## config.mk

```make
export PLATFORM = sky130hd
export DESIGN_NAME = bsfns_ctrl
export DESIGN_NICKNAME = d
export VERILOG_FILES = /design/src/design/bsfns_pkg.sv /design/src/design/bsfns_ctrl.sv
export SDC_FILE = /design/constraint.sdc
export NUM_CORES = 1
export LEC_CHECK = 0
export BUFFER_PORTS_ARGS = -buffer_cell sky130_fd_sc_hd__buf_2
export CAP_MARGIN = 30
export CORE_AREA = 2 2 39 41
export DETAILED_ROUTE_END_ITERATION = 7
export DIE_AREA = 0 0 41 43
export PLACE_DENSITY = 0.52
export SYNTH_ARGS = -nofsm -noshare
export SYNTH_HDL_FRONTEND = slang
export SYNTH_SLANG_ARGS = --single-unit
```

## constraint.sdc

```tcl
create_clock -name clk -period 1.9 [get_ports clk]
set_clock_uncertainty 0.1 [all_clocks]
set_input_delay 0.095 -clock clk [delete_from_list [all_inputs] [get_ports clk]]
set_output_delay 0.095 -clock clk [all_outputs]
set_load 0.01 [all_outputs]
```

## src/design/bsfns_pkg.sv

```systemverilog
// Shared types and constants for the bitmap store with find-next-set.
// Holds the command codes and the controller/datapath command and status structs.
// Depends on nothing.
package bsfns_pkg;

  // Default capacity of the store, in bits.
  localparam int CAPACITY_BITS_DEF = 4096;

  // Width of one memory word, in bits, and of a bit offset within it.
  localparam int WORD_BITS = 64;
  localparam int OFF_BITS  = 6;

  // Result field widths.
  localparam int HIT_BITS   = 12;
  localparam int COUNT_BITS = 13;

  // Command codes as carried on the command field.
  typedef enum logic [2:0] {
    CMD_SET        = 3'd0,
    CMD_CLEAR      = 3'd1,
    CMD_FLIP       = 3'd2,
    CMD_GET        = 3'd3,
    CMD_NEXT       = 3'd4,
    CMD_COUNT      = 3'd5,
    CMD_CLEAR_ALL  = 3'd6,
    CMD_FLIP_BLOCK = 3'd7
  } cmd_t;

  // Commands from the controller to the datapath.
  typedef struct packed {
    logic load;    // latch a new command and set up the word range
    logic sweep;   // write zero at the word pointer and advance it
    logic issue;   // issue the next memory read of the word range
    logic proc;    // act on the read word that arrives this cycle
    logic finish;  // copy the working results into the output registers
  } ctl_cmd_t;

  // Status from the datapath to the controller.
  typedef struct packed {
    logic skip;        // command needs no memory access
    logic clear_all;   // command is a clear of the whole store
    logic sweep_last;  // word pointer sits on the last word
    logic scan_done;   // last word processed, or a set bit found
  } dp_status_t;

endpackage

```

## src/design/bsfns_ctrl.sv

```systemverilog
// Controller state machine for the bitmap store with find-next-set.
// Sequences the reset clearing pass, command dispatch, scans and result transfer.
// Depends on bsfns_pkg.
module bsfns_ctrl (
  input  logic                  clk,
  input  logic                  rst,
  input  logic                  in_valid,
  output logic                  in_ready,
  output logic                  out_valid,
  input  logic                  out_ready,
  input  bsfns_pkg::dp_status_t status,
  output bsfns_pkg::ctl_cmd_t   cmd
);

  typedef enum logic [2:0] {
    ST_INIT,
    ST_IDLE,
    ST_DISPATCH,
    ST_SWEEP,
    ST_SCAN,
    ST_FINISH
  } state_t;

  state_t state;

  // A new command is taken only while nothing is in progress.
  assign in_ready = (state == ST_IDLE);

  // Decode the state into datapath commands.
  always_comb begin
    cmd.load   = (state == ST_IDLE) && in_valid;
    cmd.sweep  = (state == ST_INIT) || (state == ST_SWEEP);
    cmd.issue  = (state == ST_SCAN);
    cmd.proc   = (state == ST_SCAN);
    cmd.finish = (state == ST_FINISH) && (!out_valid || out_ready);
  end

  // State register and output valid flag.
  always_ff @(posedge clk) begin
    if (rst) begin
      state     <= ST_INIT;
      out_valid <= 1'b0;
    end else begin
      if (out_valid && out_ready) begin
        out_valid <= 1'b0;
      end
      if (cmd.finish) begin
        out_valid <= 1'b1;
      end
      unique case (state)
        ST_INIT: begin
          if (status.sweep_last) begin
            state <= ST_IDLE;
          end
        end
        ST_IDLE: begin
          if (in_valid) begin
            state <= ST_DISPATCH;
          end
        end
        ST_DISPATCH: begin
          if (status.clear_all) begin
            state <= ST_SWEEP;
          end else if (status.skip) begin
            state <= ST_FINISH;
          end else begin
            state <= ST_SCAN;
          end
        end
        ST_SWEEP: begin
          if (status.sweep_last) begin
            state <= ST_FINISH;
          end
        end
        ST_SCAN: begin
          if (status.scan_done) begin
            state <= ST_FINISH;
          end
        end
        ST_FINISH: begin
          if (cmd.finish) begin
            state <= ST_IDLE;
          end
        end
        default: begin
          state <= ST_INIT;
        end
      endcase
    end
  end

endmodule

```

==> results of run 1 <==
-- through the flow --
step	utilization, %	cells
after floorplan	-	40
after global placement	30.6	67
after detailed placement	30.6	67
after CTS	32.9	71
after global routing	32.9	71
final	32.9	71
-- power by group through the flow --
stage	combinational (W)	sequential [W]	clock [W]
final	0.000263	0.000169	0.000104
after global placement	0.000262	0.000168	0
after detailed placement	0.000263	0.000171	0
after global routing	0.000294	0.000174	0.000114
after CTS	0.000266	0.000169	0.000109
after floorplan	0.000273	0.000120	0
-- sequential cells by signal (all words and copies together) (netlist names) --
name / count
out_valid: 1
state: 3
-- synth_stat cells, types with 2 or more instances --
cell / instances / area (um2)
dfxtp_1: 4 / 80.1
a21oi_1: 2 / 10.0
inv_1: 2 / 7.51
nor2_1: 3 / 11.3
nand2b_1: 2 / 12.5
nor3_1: 4 / 20.0
a211oi_2: 2 / 25.0
mux2i_1: 2 / 20.0
nor2b_4: 2 / 27.5
buf_6: 3 / 33.8
-- worst max path at each step --
stage / from / end / slack [ps]
after global placement: state[2]$_SDFFE_PP0P_ / state[0]$_SDFFE_PP0P_ / 350
after global routing: state[2]$_SDFFE_PP0P_ / state[0]$_SDFFE_PP0P_ / 230
after floorplan: state[2]$_SDFFE_PP0P_ / state[2]$_SDFFE_PP0P_ / 590
final: state[2]$_SDFFE_PP0P_ / state[0]$_SDFFE_PP0P_ / 330
after CTS: state[0]$_SDFFE_PP0P_ / cmd[0] / 320
after detailed placement: state[2]$_SDFFE_PP0P_ / state[0]$_SDFFE_PP0P_ / 330
-- cell type report --
cell class,instances,area [um2],share of cell area [%]
multi-input combinational,29,234,51.4
timing repair buffer,16,87.6,19.2
sequential,4,80.1,17.6
clock buffer,3,22.5,4.95
tap,16,20.0,4.40
inverter,3,11.3,2.47
-- cell families (layout without fill, tap and decap cells) --
family                 count (synthesis)  after routing
and+or+nand+nor                       18             18
AOI/OAI and AO/OA                      9              9
muxes                                  2              2
DFF                                    4              4
buffers and inverters                  7             22
-- timing repair --
item / CTS / global route
hold buffers: 1 / 0
buffers inserted: 0 / 0
hold endpoints to repair: 3 / 0
-- placed cells by master (no fill, tap or decap) --
cell / count
mux2i_1: 2
clkbuf_4: 3
nor3_2: 1
nand2b_1: 2
buf_2: 14
nor2_1: 3
and2b_4: 1
a2111oi_2: 1
a211oi_1: 1
a211oi_2: 2
a22oi_1: 1
and3_1: 1
inv_1: 2
a31oi_1: 1
a21oi_1: 2
dlygate4sd3_1: 1
inv_2: 1
o21a_1: 1
nor3_1: 4
buf_4: 1
nor4_2: 1
nand2_1: 1
dfxtp_1: 4
nor2b_4: 2
nand2b_4: 1
nor3b_1: 1
-- tightest hold or removal path: stages --
cell and delay (ps):
buf_2 70, nand2b_1 160, a21oi_1 80
-- routing by layer --
layer  GRT usage, %  vias up  routed length, um
met3           3.14        0                 43
met2           15.0       13                340
met4           4.00        0                  0
met5              0        -                  0
li1               -      174                  -
met1           15.9      140                414
==> results.md, run 1 <==
- Outcome: finished clean
- CTS tree: done
- Row count: 14
- CP top delay family: flip-flops
- Layout Nets: 65
- Synth Area in XOR/XNOR: 0%
- WL/cell: 11.2 um
- Port Buffers: 14
- Post-Syn Instances: 40
- Worst-path clk slew: 40 ps
- Post-synth EDFFs: 0
- Initial antenna violation count: 0
- Critical path startpoint category: flop
- Lkg Pwr: a little under 0.2 nW
- Multiplexer area fraction after synthesis: between 5 and 6%
- Die ar.: ~1800 um2
- Compound-gate portion of the synthesized area: a little over a fifth
- Worst Path Arrival: 1600 ps
- Worst-path cell with the longest stage delay: dfxtp_1
- Total CTS buffers: 3
- Worst Hold End: out_valid$_SDFFE_PP0P_
- Clock share of power: between 10% and 20%
- Root buf cell: clkbuf_4
- Net switching power: 0.000220 W
- Total power: between 0.0005 and 0.0006 W
- Switching share of power: 41.1%
- Pint: between 0.0003 and 0.0004 W
- Largest incremental delay on the critical path: approximately 610 ps
- Pins over their slew limit: 0
- PwrDens: approximately 1200 nW/um2
- Largest family of logic cells by synthesized area: simple AND/OR/NAND/NOR gates
- Drt total wl: 798 um
- Routability Congestion: 0.770
- Worst-path cell chain: and2b_4 -> a211oi_2 -> a2111oi_2 -> o21a_1
- Placed Area: approximately 420 um2
- Setup violators final: 0
- Area of the mapped netlist: about 370 um2
- Final worst setup slack: about 330 ps
- Initial core utilization: about a quarter
- Gr usage total: around 11%
- Number of global-route vias before repair: 330
- Dpl ws: 331 ps
- Worst hold margin: roughly 130 ps
- CTS H-tree depth: 1
- Worst Hold Class: primary input to flop
- Worst R2R Start: state[2]$_SDFFE_PP0P_
- Post-route cell area: approximately 460 um2
- Setup TNS: 0 ps
- Sequential power share: roughly a third
- Hold_sp: out_ready
- RSZ-0062 raised after global routing: no
- Setup crit end kind: flop
- Yosys Warn Count: 0
- Adder-Cell Fraction of Synth Area: 0%
- Largest net degree at the start of global routing: 14
- Via Count: approximately 330
- Slew headroom: around 68%
- CP Class: flop to flop
- Syn_area_per_cell: approximately 9.2 um2
- Layout cells sized above 1: between 50% and 60%
- R2r endpoint: state[0]$_SDFFE_PP0P_
- Max IR drop VDD: around 0.00045 V
- Detailed Place HPWL: approximately 650 um
- PostCTS Resize Cnt: 0
- Worst skew pair latency: 230 ps
- Top_reg_cell synth: dfxtp_1
- Drt first pass iters: 3
- FF-to-FF path depth: 4
- Final hold vios: 0
- Top Ports: 15
- Crit share post-route: a little over 80%
- Vias/cell: roughly 4.6
- N_diodes: 0
- Chip Width: approximately 41 um
- Register area share after synthesis: a little over a fifth
- Worst Hold Depth: 3
- Fin crit period: 1570 ps
- Yosys reg bits: 4
- Number of cells on the critical path: 4
- Area growth, synth to finish: 24.2%
- Fillers: approximately 160
- CP Buf/Inv Count: 0
- DRC violations left: 0
- First-iteration detailed-routing DRC count: 5
- Die H: around 43 um
- Simple-gate portion of the synthesized area: 36.9%
- Maximum clock rate: ~630 MHz
- GR Overflow Total: 0
- Clk sink count: 4
- Worst Path Max Fanout: 13
- R2R setup slack: 330 ps
- Max Cap Viol: 0
- Core box area: around 1400 um2
- Clock Path Buffers: 2
- Logic pwr share: about half
- Synth unique cells: 24
- Mapped Nets: 48
- Post-route ant nets: 0
- First-pass GRT wire length: 1370 um
- CP Data Required Time: 1920 ps
- Tightest Pin Transition: between 400 and 500 ps
- Ys async rst share: 0%
No activity file was read; power rests on OpenSTA's default activity.
==> run 2: changes to the inputs <==
--- a/config.mk
+++ b/config.mk
@@ -5,12 +5,13 @@
 export SDC_FILE = /design/constraint.sdc
 export NUM_CORES = 1
 export LEC_CHECK = 0
+export ABC_AREA = 1
 export BUFFER_PORTS_ARGS = -buffer_cell sky130_fd_sc_hd__buf_2
 export CAP_MARGIN = 30
 export CORE_AREA = 2 2 39 41
 export DETAILED_ROUTE_END_ITERATION = 7
 export DIE_AREA = 0 0 41 43
-export PLACE_DENSITY = 0.52
+export PLACE_DENSITY = 0.48
 export SYNTH_ARGS = -nofsm -noshare
 export SYNTH_HDL_FRONTEND = slang
 export SYNTH_SLANG_ARGS = --single-unit
==> constraint.sdc (replaced) <==
create_clock -name clk -period 1.5 [get_ports clk]
set_clock_uncertainty 0.1 [all_clocks]
set_input_delay 0.075 -clock clk [delete_from_list [all_inputs] [get_ports clk]]
set_output_delay 0.075 -clock clk [all_outputs]
set_load 0.01 [all_outputs]
==> results.md, run 2 <==
- Sequential power share: 24.7% (was 31.5%)
- First-pass GRT wire length: 1250 um (was 1370 um)
- Fin crit period: approximately 1400 ps
- Max Cap Viol: 0 (unchanged)
- Post-Syn Instances: 51 (was 40)
- Clock Path Buffers: 2 (unchanged)
- Worst Hold Depth: 4 (was 3)
- Clk sink count: 4 (unchanged)
- Lkg Pwr: 0.236 nW (was 0.196 nW)
- Commonest non-fill, non-tap cells in the layout: buf_2, inv_1, nand2_1, nor2_2, nor2_1 (was buf_2, nor3_1, dfxtp_1, nor2_1, clkbuf_4)
- Vias/cell: 4.48 (was 4.61)
- R2r endpoint: state[0]$_SDFFE_PP0P_ (unchanged)
- Max IR drop VDD: 0.000526 V (was 0.000453 V)
- Drt total wl: 757 um (was 798 um)
- First-iteration detailed-routing DRC count: 2 (was 5)
- Worst Path Arrival: 1180 ps (was 1600 ps)
- Routability Congestion: 0.814 (was 0.770)
- Top Ports: 15 (unchanged)
- Post-route cell area: 442 um2 (was 455 um2)
- PwrDens: 1960 nW/um2 (was 1180 nW/um2)
- Worst-path clk slew: 40 ps (about the same)
- Detailed Place HPWL: 606 um (was 650 um)
- Worst R2R Start: state[1]$_SDFFE_PP0P_ (was state[2]$_SDFFE_PP0P_)
- Initial antenna violation count: 0 (unchanged)
- Placed Area: 409 um2 (was 423 um2)
- Fillers: 157 (was 156)
- Worst-path cell with the longest stage delay: dfxtp_1 (unchanged)
- Worst skew pair latency: 240 ps (was 230 ps)
- Worst Hold End: out_valid$_SDFFE_PP0P_ (unchanged)
- Leading area contributor after synthesis: dfxtp_1 (unchanged)
- Syn_area_per_cell: 6.40 um2 (was 9.17 um2)
- Yosys reg bits: 4 (unchanged)
- Post-Layout Cell Count: 84 (was 71)
- Yosys Warn Count: 0 (unchanged)
- Setup violators final: 0 (unchanged)
- Port Buffers: 14 (unchanged)
- Post-synth EDFFs: 0 (unchanged)
- Largest incremental delay on the critical path: 490 ps (was 610 ps)
- Gr usage total: 10.4% (was 11.0%)
- Most common cell after layout, fill and taps aside: buf_2 (unchanged)
- RSZ-0062 raised after global routing: no (unchanged)
- Initial core utilization: 23.6% (was 26.5%)
- Pins over their slew limit: 0 (unchanged)
- Via Count: 376 (was 327)
- PostCTS Resize Cnt: 0 (unchanged)
- Setup TNS: 0 ps (unchanged)
- Chip Width: 41 um (unchanged)
- Root buf cell: clkbuf_4 (unchanged)
- DRC violations left: 0 (unchanged)
- Largest registers: state (3), out_valid (1) (unchanged)
- Worst Hold Class: primary input to flop (unchanged)
- Top cells by area, synth: dfxtp_1, nor2_2, inv_1 (was dfxtp_1, buf_6, nor2b_4)
- Net switching power: 0.000431 W (was 0.000220 W)
- CP Class: flop to output pin (was flop to flop)
- Post-synth top cells: inv_1, nand2_1, nor2_1, nor2_2 (was dfxtp_1, nor3_1, buf_6, nor2_1)
- Placed cells: 80 (was 67)
- Top-area cell type share of the netlist area: 24.5% (was 21.8%)
- Logic pwr share: 59.1% (was 49.1%)
- Slew headroom: 79.4% (was 67.6%)
- Largest net degree at the start of global routing: 8 (was 14)
- Top_reg_cell synth: dfxtp_1 (unchanged)
- Mapped Nets: 59 (was 48)
- Area growth, synth to finish: 35.2% (was 24.2%)
- Post-route ant nets: 0 (unchanged)
- Layout cells sized above 1: 45.6% (was 50.9%)
- CTS H-tree depth: 1 (unchanged)
- Maximum clock rate: 736 MHz
- CTS tree: done (unchanged)
- Total CTS buffers: 3 (unchanged)
- Worst-path cell chain: nand3_2 -> a21oi_1 -> buf_2 (was and2b_4 -> a211oi_2 -> a2111oi_2 -> o21a_1)
- Max reg flops: 3 (unchanged)
- WL/cell: 9.01 um (was 11.2 um)
- Crit share post-route: 90.6%
- Clock share of power: 16.2% (was 19.4%)
- Die ar.: 1760 um2 (unchanged)
- Outcome: finished clean (unchanged)
- FF-to-FF path depth: 7 (was 4)
- Area of the mapped netlist: 327 um2 (was 367 um2)
- Hold_sp: out_ready (unchanged)
- Row count: 14 (unchanged)
- Most common cell in the netlist: inv_1
- CP Data Required Time: 1320 ps (was 1920 ps)
- GR Overflow Total: 0 (unchanged)
- Switching share of power: 49.7% (was 41.1%)
- Setup crit end kind: output pin (was flop)
- Synth unique cells: 14 (was 24)
- Drt first pass iters: 2 (was 3)
- Worst Path Max Fanout: 7 (was 13)
- Number of global-route vias before repair: 342 (was 330)
- Most flops, register: state (unchanged)
- Pint: 0.000435 W (was 0.000315 W)
- Core box area: 1380 um2 (unchanged)
- Tightest Pin Transition: 309 ps (was 485 ps)
- N_diodes: 0 (unchanged)
- Critical path startpoint category: flop (unchanged)
- Layout Nets: 78 (was 65)
- Final hold vios: 0 (unchanged)
- Ys async rst share: 0% (unchanged)
- Register area share after synthesis: 24.5% (was 21.8%)
- Die H: 43 um (unchanged)
- R2R setup slack: 220 ps (was 330 ps)
-- run 2: cell families (layout without fill, tap and decap cells) --
kind of cell,after synthesis,count (layout),share of synthesized area [%]
DFF,4,4,24.5
and+or+nand+nor,30,30,51.0
AOI/OAI and AO/OA,6,6,10.7
buffers and inverters,11,28,13.8
-- run 2: what timing repair did --
| item | 4_1_cts | 5_1_grt |
|---|---|---|
| hold buffers | 1 | 0 |
| setup buffers | 0 | 0 |
| endpoints found under the hold margin | 2 | 0 |
-- run 2: critical path: cells and delay by family (launching register included) --
family / cells / cell delay, ps
flip-flops: 1 / 490
AND/OR/NAND/NOR: 1 / 150
buffers and inverters: 1 / 150
AO/OA/AOI/OAI: 1 / 150
-- run 2: worst max-delay path by stage --
| stage | cells after the start | from | to | slack, ps |
|---|---|---|---|---|
| global placement | 7 | state[1]$_SDFFE_PP0P_ | state[0]$_SDFFE_PP0P_ | 210 |
| finish | 3 | state[0]$_SDFFE_PP0P_ | cmd[0] | 140 |
| detailed placement | 7 | state[1]$_SDFFE_PP0P_ | state[0]$_SDFFE_PP0P_ | 220 |
| CTS | 3 | state[0]$_SDFFE_PP0P_ | cmd[0] | 180 |
| floorplan | 8 | state[1]$_SDFFE_PP0P_ | state[2]$_SDFFE_PP0P_ | 290 |
| global route | 7 | state[1]$_SDFFE_PP0P_ | state[0]$_SDFFE_PP0P_ | 50 |
-- run 2: metrics by stage --
| stage | hold WS (ps) | total power (W) | util [%] | setup slack, ps |
|---|---|---|---|---|
| global placement | 169 | 0.000738 | 29.6 | 207 |
| floorplan | 44.1 | 0.000596 | - | 289 |
| global route | 76.3 | 0.000963 | 31.9 | 54.2 |
| detailed placement | 173 | 0.000728 | 29.6 | 218 |
| CTS | 45.1 | 0.000870 | 31.9 | 176 |
| finish | 43.0 | 0.000866 | 31.9 | 142 |
-- run 2: layer usage --
layer | track usage (%) | up-vias | part of all wire [%]
li1 | - | 197 | -
met1 | 12.2 | 169 | 45
met2 | 15.9 | 8 | 50
met3 | 3.14 | 2 | 2.6
met4 | 6.00 | 0 | 2.1
met5 | 0 | - | 0
-- run 2: power by group through the flow --
stage	Combinational (W)	Sequential [W]	Clock [W]
CTS	0.000519	0.000212	0.000139
global route	0.000593	0.000222	0.000148
finish	0.000512	0.000214	0.000140
detailed placement	0.000515	0.000213	0
floorplan	0.000394	0.000202	0
global placement	0.000522	0.000216	0
-- run 2: final cells by class --
class,count,area (um2),share of cell area (%)
Inverter,10,37.5,8.50
Clock buffer,3,22.5,5.10
Tap cell,16,20.0,4.53
Multi-Input combinational cell,36,201,45.6
Timing Repair Buffer,15,80.1,18.1
Sequential cell,4,80.1,18.1
==> run 3: changes to the inputs <==
--- a/config.mk
+++ b/config.mk
@@ -8,10 +8,13 @@
 export ABC_AREA = 1
 export BUFFER_PORTS_ARGS = -buffer_cell sky130_fd_sc_hd__buf_2
 export CAP_MARGIN = 30
+export CELL_PAD_IN_SITES_DETAIL_PLACEMENT = 1
+export CELL_PAD_IN_SITES_GLOBAL_PLACEMENT = 1
 export CORE_AREA = 2 2 39 41
 export DETAILED_ROUTE_END_ITERATION = 7
 export DIE_AREA = 0 0 41 43
-export PLACE_DENSITY = 0.48
+export PLACE_DENSITY = 0.66
+export RECOVER_POWER = 25
 export SYNTH_ARGS = -nofsm -noshare
 export SYNTH_HDL_FRONTEND = slang
 export SYNTH_SLANG_ARGS = --single-unit
==> results.md, run 3 (synthesized netlist as in run 2, its figures left out) <==
- CP Data Required Time: 1320 ps (about the same)
- Max IR drop VDD: 0.000550 V (was 0.000526 V)
- Worst-path clk slew: 40 ps (about the same)
- Max Cap Viol: 0 (unchanged)
- Worst Hold Class: primary input to flop (unchanged)
- Layout cells sized above 1: 44.1% (was 45.6%)
- N_diodes: 0 (unchanged)
- Setup TNS: 0 ps (unchanged)
- Post-CTS Hold Buffers: 1 (unchanged)
- Area growth, synth to finish: 34.9% (was 35.2%)
- Worst skew pair latency: 230 ps (was 240 ps)
- Setup violators final: 0 (unchanged)
- Row count: 14 (unchanged)
- Clock Path Buffers: 2 (unchanged)
- Initial core utilization: 23.6% (unchanged)
- PostCTS Resize Cnt: 0 (unchanged)
- Outcome: finished clean (unchanged)
- Detailed Place HPWL: 709 um (was 606 um)
- Total power: 0.000866 W (about the same)
- Maximum clock rate: 768 MHz (was 736 MHz)
- Critical path startpoint category: flop (unchanged)
- Pins over their slew limit: 0 (unchanged)
- RSZ-0062 raised after global routing: no (unchanged)
- CTS H-tree depth: 1 (unchanged)
- Layout Nets: 78 (unchanged)
- Max reg flops: 3 (unchanged)
- WL/cell: 9.73 um (was 9.01 um)
- Via Count: 368 (was 376)
- PwrDens: 1970 nW/um2 (was 1960 nW/um2)
- Core box area: 1380 um2 (unchanged)
- Most flops, register: state (unchanged)
- Post-route ant nets: 0 (unchanged)
- First-pass GRT wire length: 1350 um (was 1250 um)
- Clk sink count: 4 (unchanged)
- Gr usage total: 11.5% (was 10.4%)
- Tightest Pin Transition: 287 ps (was 309 ps)
- Total CTS buffers: 3 (unchanged)
- Number of global-route vias before repair: 348 (was 342)
- First-iteration detailed-routing DRC count: 3 (was 2)
- Die H: 43 um (unchanged)
- Fin crit period: 1300 ps (was 1360 ps)
- Chip Width: 41 um (unchanged)
- Post-CTS setup buffer count: 0 (unchanged)
- Largest registers: state (3), out_valid (1) (unchanged)
- Setup crit end kind: output pin (unchanged)
- DRC violations left: 0 (unchanged)
- Worst Path Max Fanout: 7 (unchanged)
- Largest net degree at the start of global routing: 8 (unchanged)
- Initial antenna violation count: 0 (unchanged)
- Lkg Pwr: 0.231 nW (was 0.236 nW)
- Slew headroom: 80.8% (was 79.4%)
- Most common cell after layout, fill and taps aside: buf_2 (unchanged)
- Worst Path Arrival: 1130 ps (was 1180 ps)
- GR Overflow Total: 0 (unchanged)
- Commonest non-fill, non-tap cells in the layout: buf_2, inv_1, nand2_1, nor2_2, nor2_1 (unchanged)
- Final hold vios: 0 (unchanged)
- Routability Congestion: 0.713 (was 0.814)
- Top Ports: 15 (unchanged)
- CTS tree: done (unchanged)
- Crit share post-route: 86.8% (was 90.6%)
- CP Class: flop to output pin (unchanged)
- Die ar.: 1760 um2 (unchanged)
- Port Buffers: 14 (unchanged)
- Root buf cell: clkbuf_4 (unchanged)
- Drt first pass iters: 3 (was 2)
- Vias/cell: 4.38 (was 4.48)
- Drt total wl: 817 um (was 757 um)
run 3: final cells by class:
class | count | area, um2
well taps | 16 | 20.0
clock buffers | 3 | 22.5
inverters | 10 | 37.5
fillers | 193 | 943
flip-flops and latches | 4 | 80.1
repair buffers | 15 | 78.8
multi-input cells | 36 | 201
run 3: power by group:
group | switching, W | leakage, nW | internal [W] | total [W]
Clock | 0.0000387 | 0.0138 | 0.0000892 | 0.000128
Sequential | 0.0000667 | 0.0328 | 0.000145 | 0.000212
Combinational | 0.000327 | 0.185 | 0.000200 | 0.000527
Total | 0.000432 | 0.231 | 0.000434 | 0.000866
run 3: path summary, 6_finish.rpt:
check,start,end,slack (ps),cells past startpoint
hold reg to reg,out_valid$_SDFFE_PP0P_,out_valid$_SDFFE_PP0P_,420,2
setup / recovery,state[1]$_SDFFE_PP0P_,cmd[2],200,4
setup reg to reg,state[1]$_SDFFE_PP0P_,state[0]$_SDFFE_PP0P_,200,7
hold / removal,status[1],state[0]$_SDFFE_PP0P_,50,3
run 3: routing by layer:
metal	wire, um	vias up	global-route usage (%)
met4	0	0	10.0
met2	427	6	17.8
met5	0	-	0
met3	32	0	1.57
met1	358	166	12.8
li1	-	196	-
run 3: metrics by stage:
step / util [%] / setup slack, ps / std cells / hold WS [ps] / instance area, um2
5_1_grt: 31.8 / 96.8 / 84 / 54.9 / 440
3_5_place_dp: 29.6 / 195 / 80 / 181 / 409
2_1_floorplan: - / 289 / 51 / 44.1 / 327
3_3_place_gp: 29.6 / 226 / 80 / 178 / 409
6_report: 31.8 / 199 / 84 / 53.0 / 440
4_1_cts: 31.9 / 185 / 84 / 52.8 / 442
run 3: critical path: stages, from the launching register on:
cell and delay, ps:
dfxtp_1 370, inv_1 110, nand2_1 80, nor2_2 180
buf_2 170
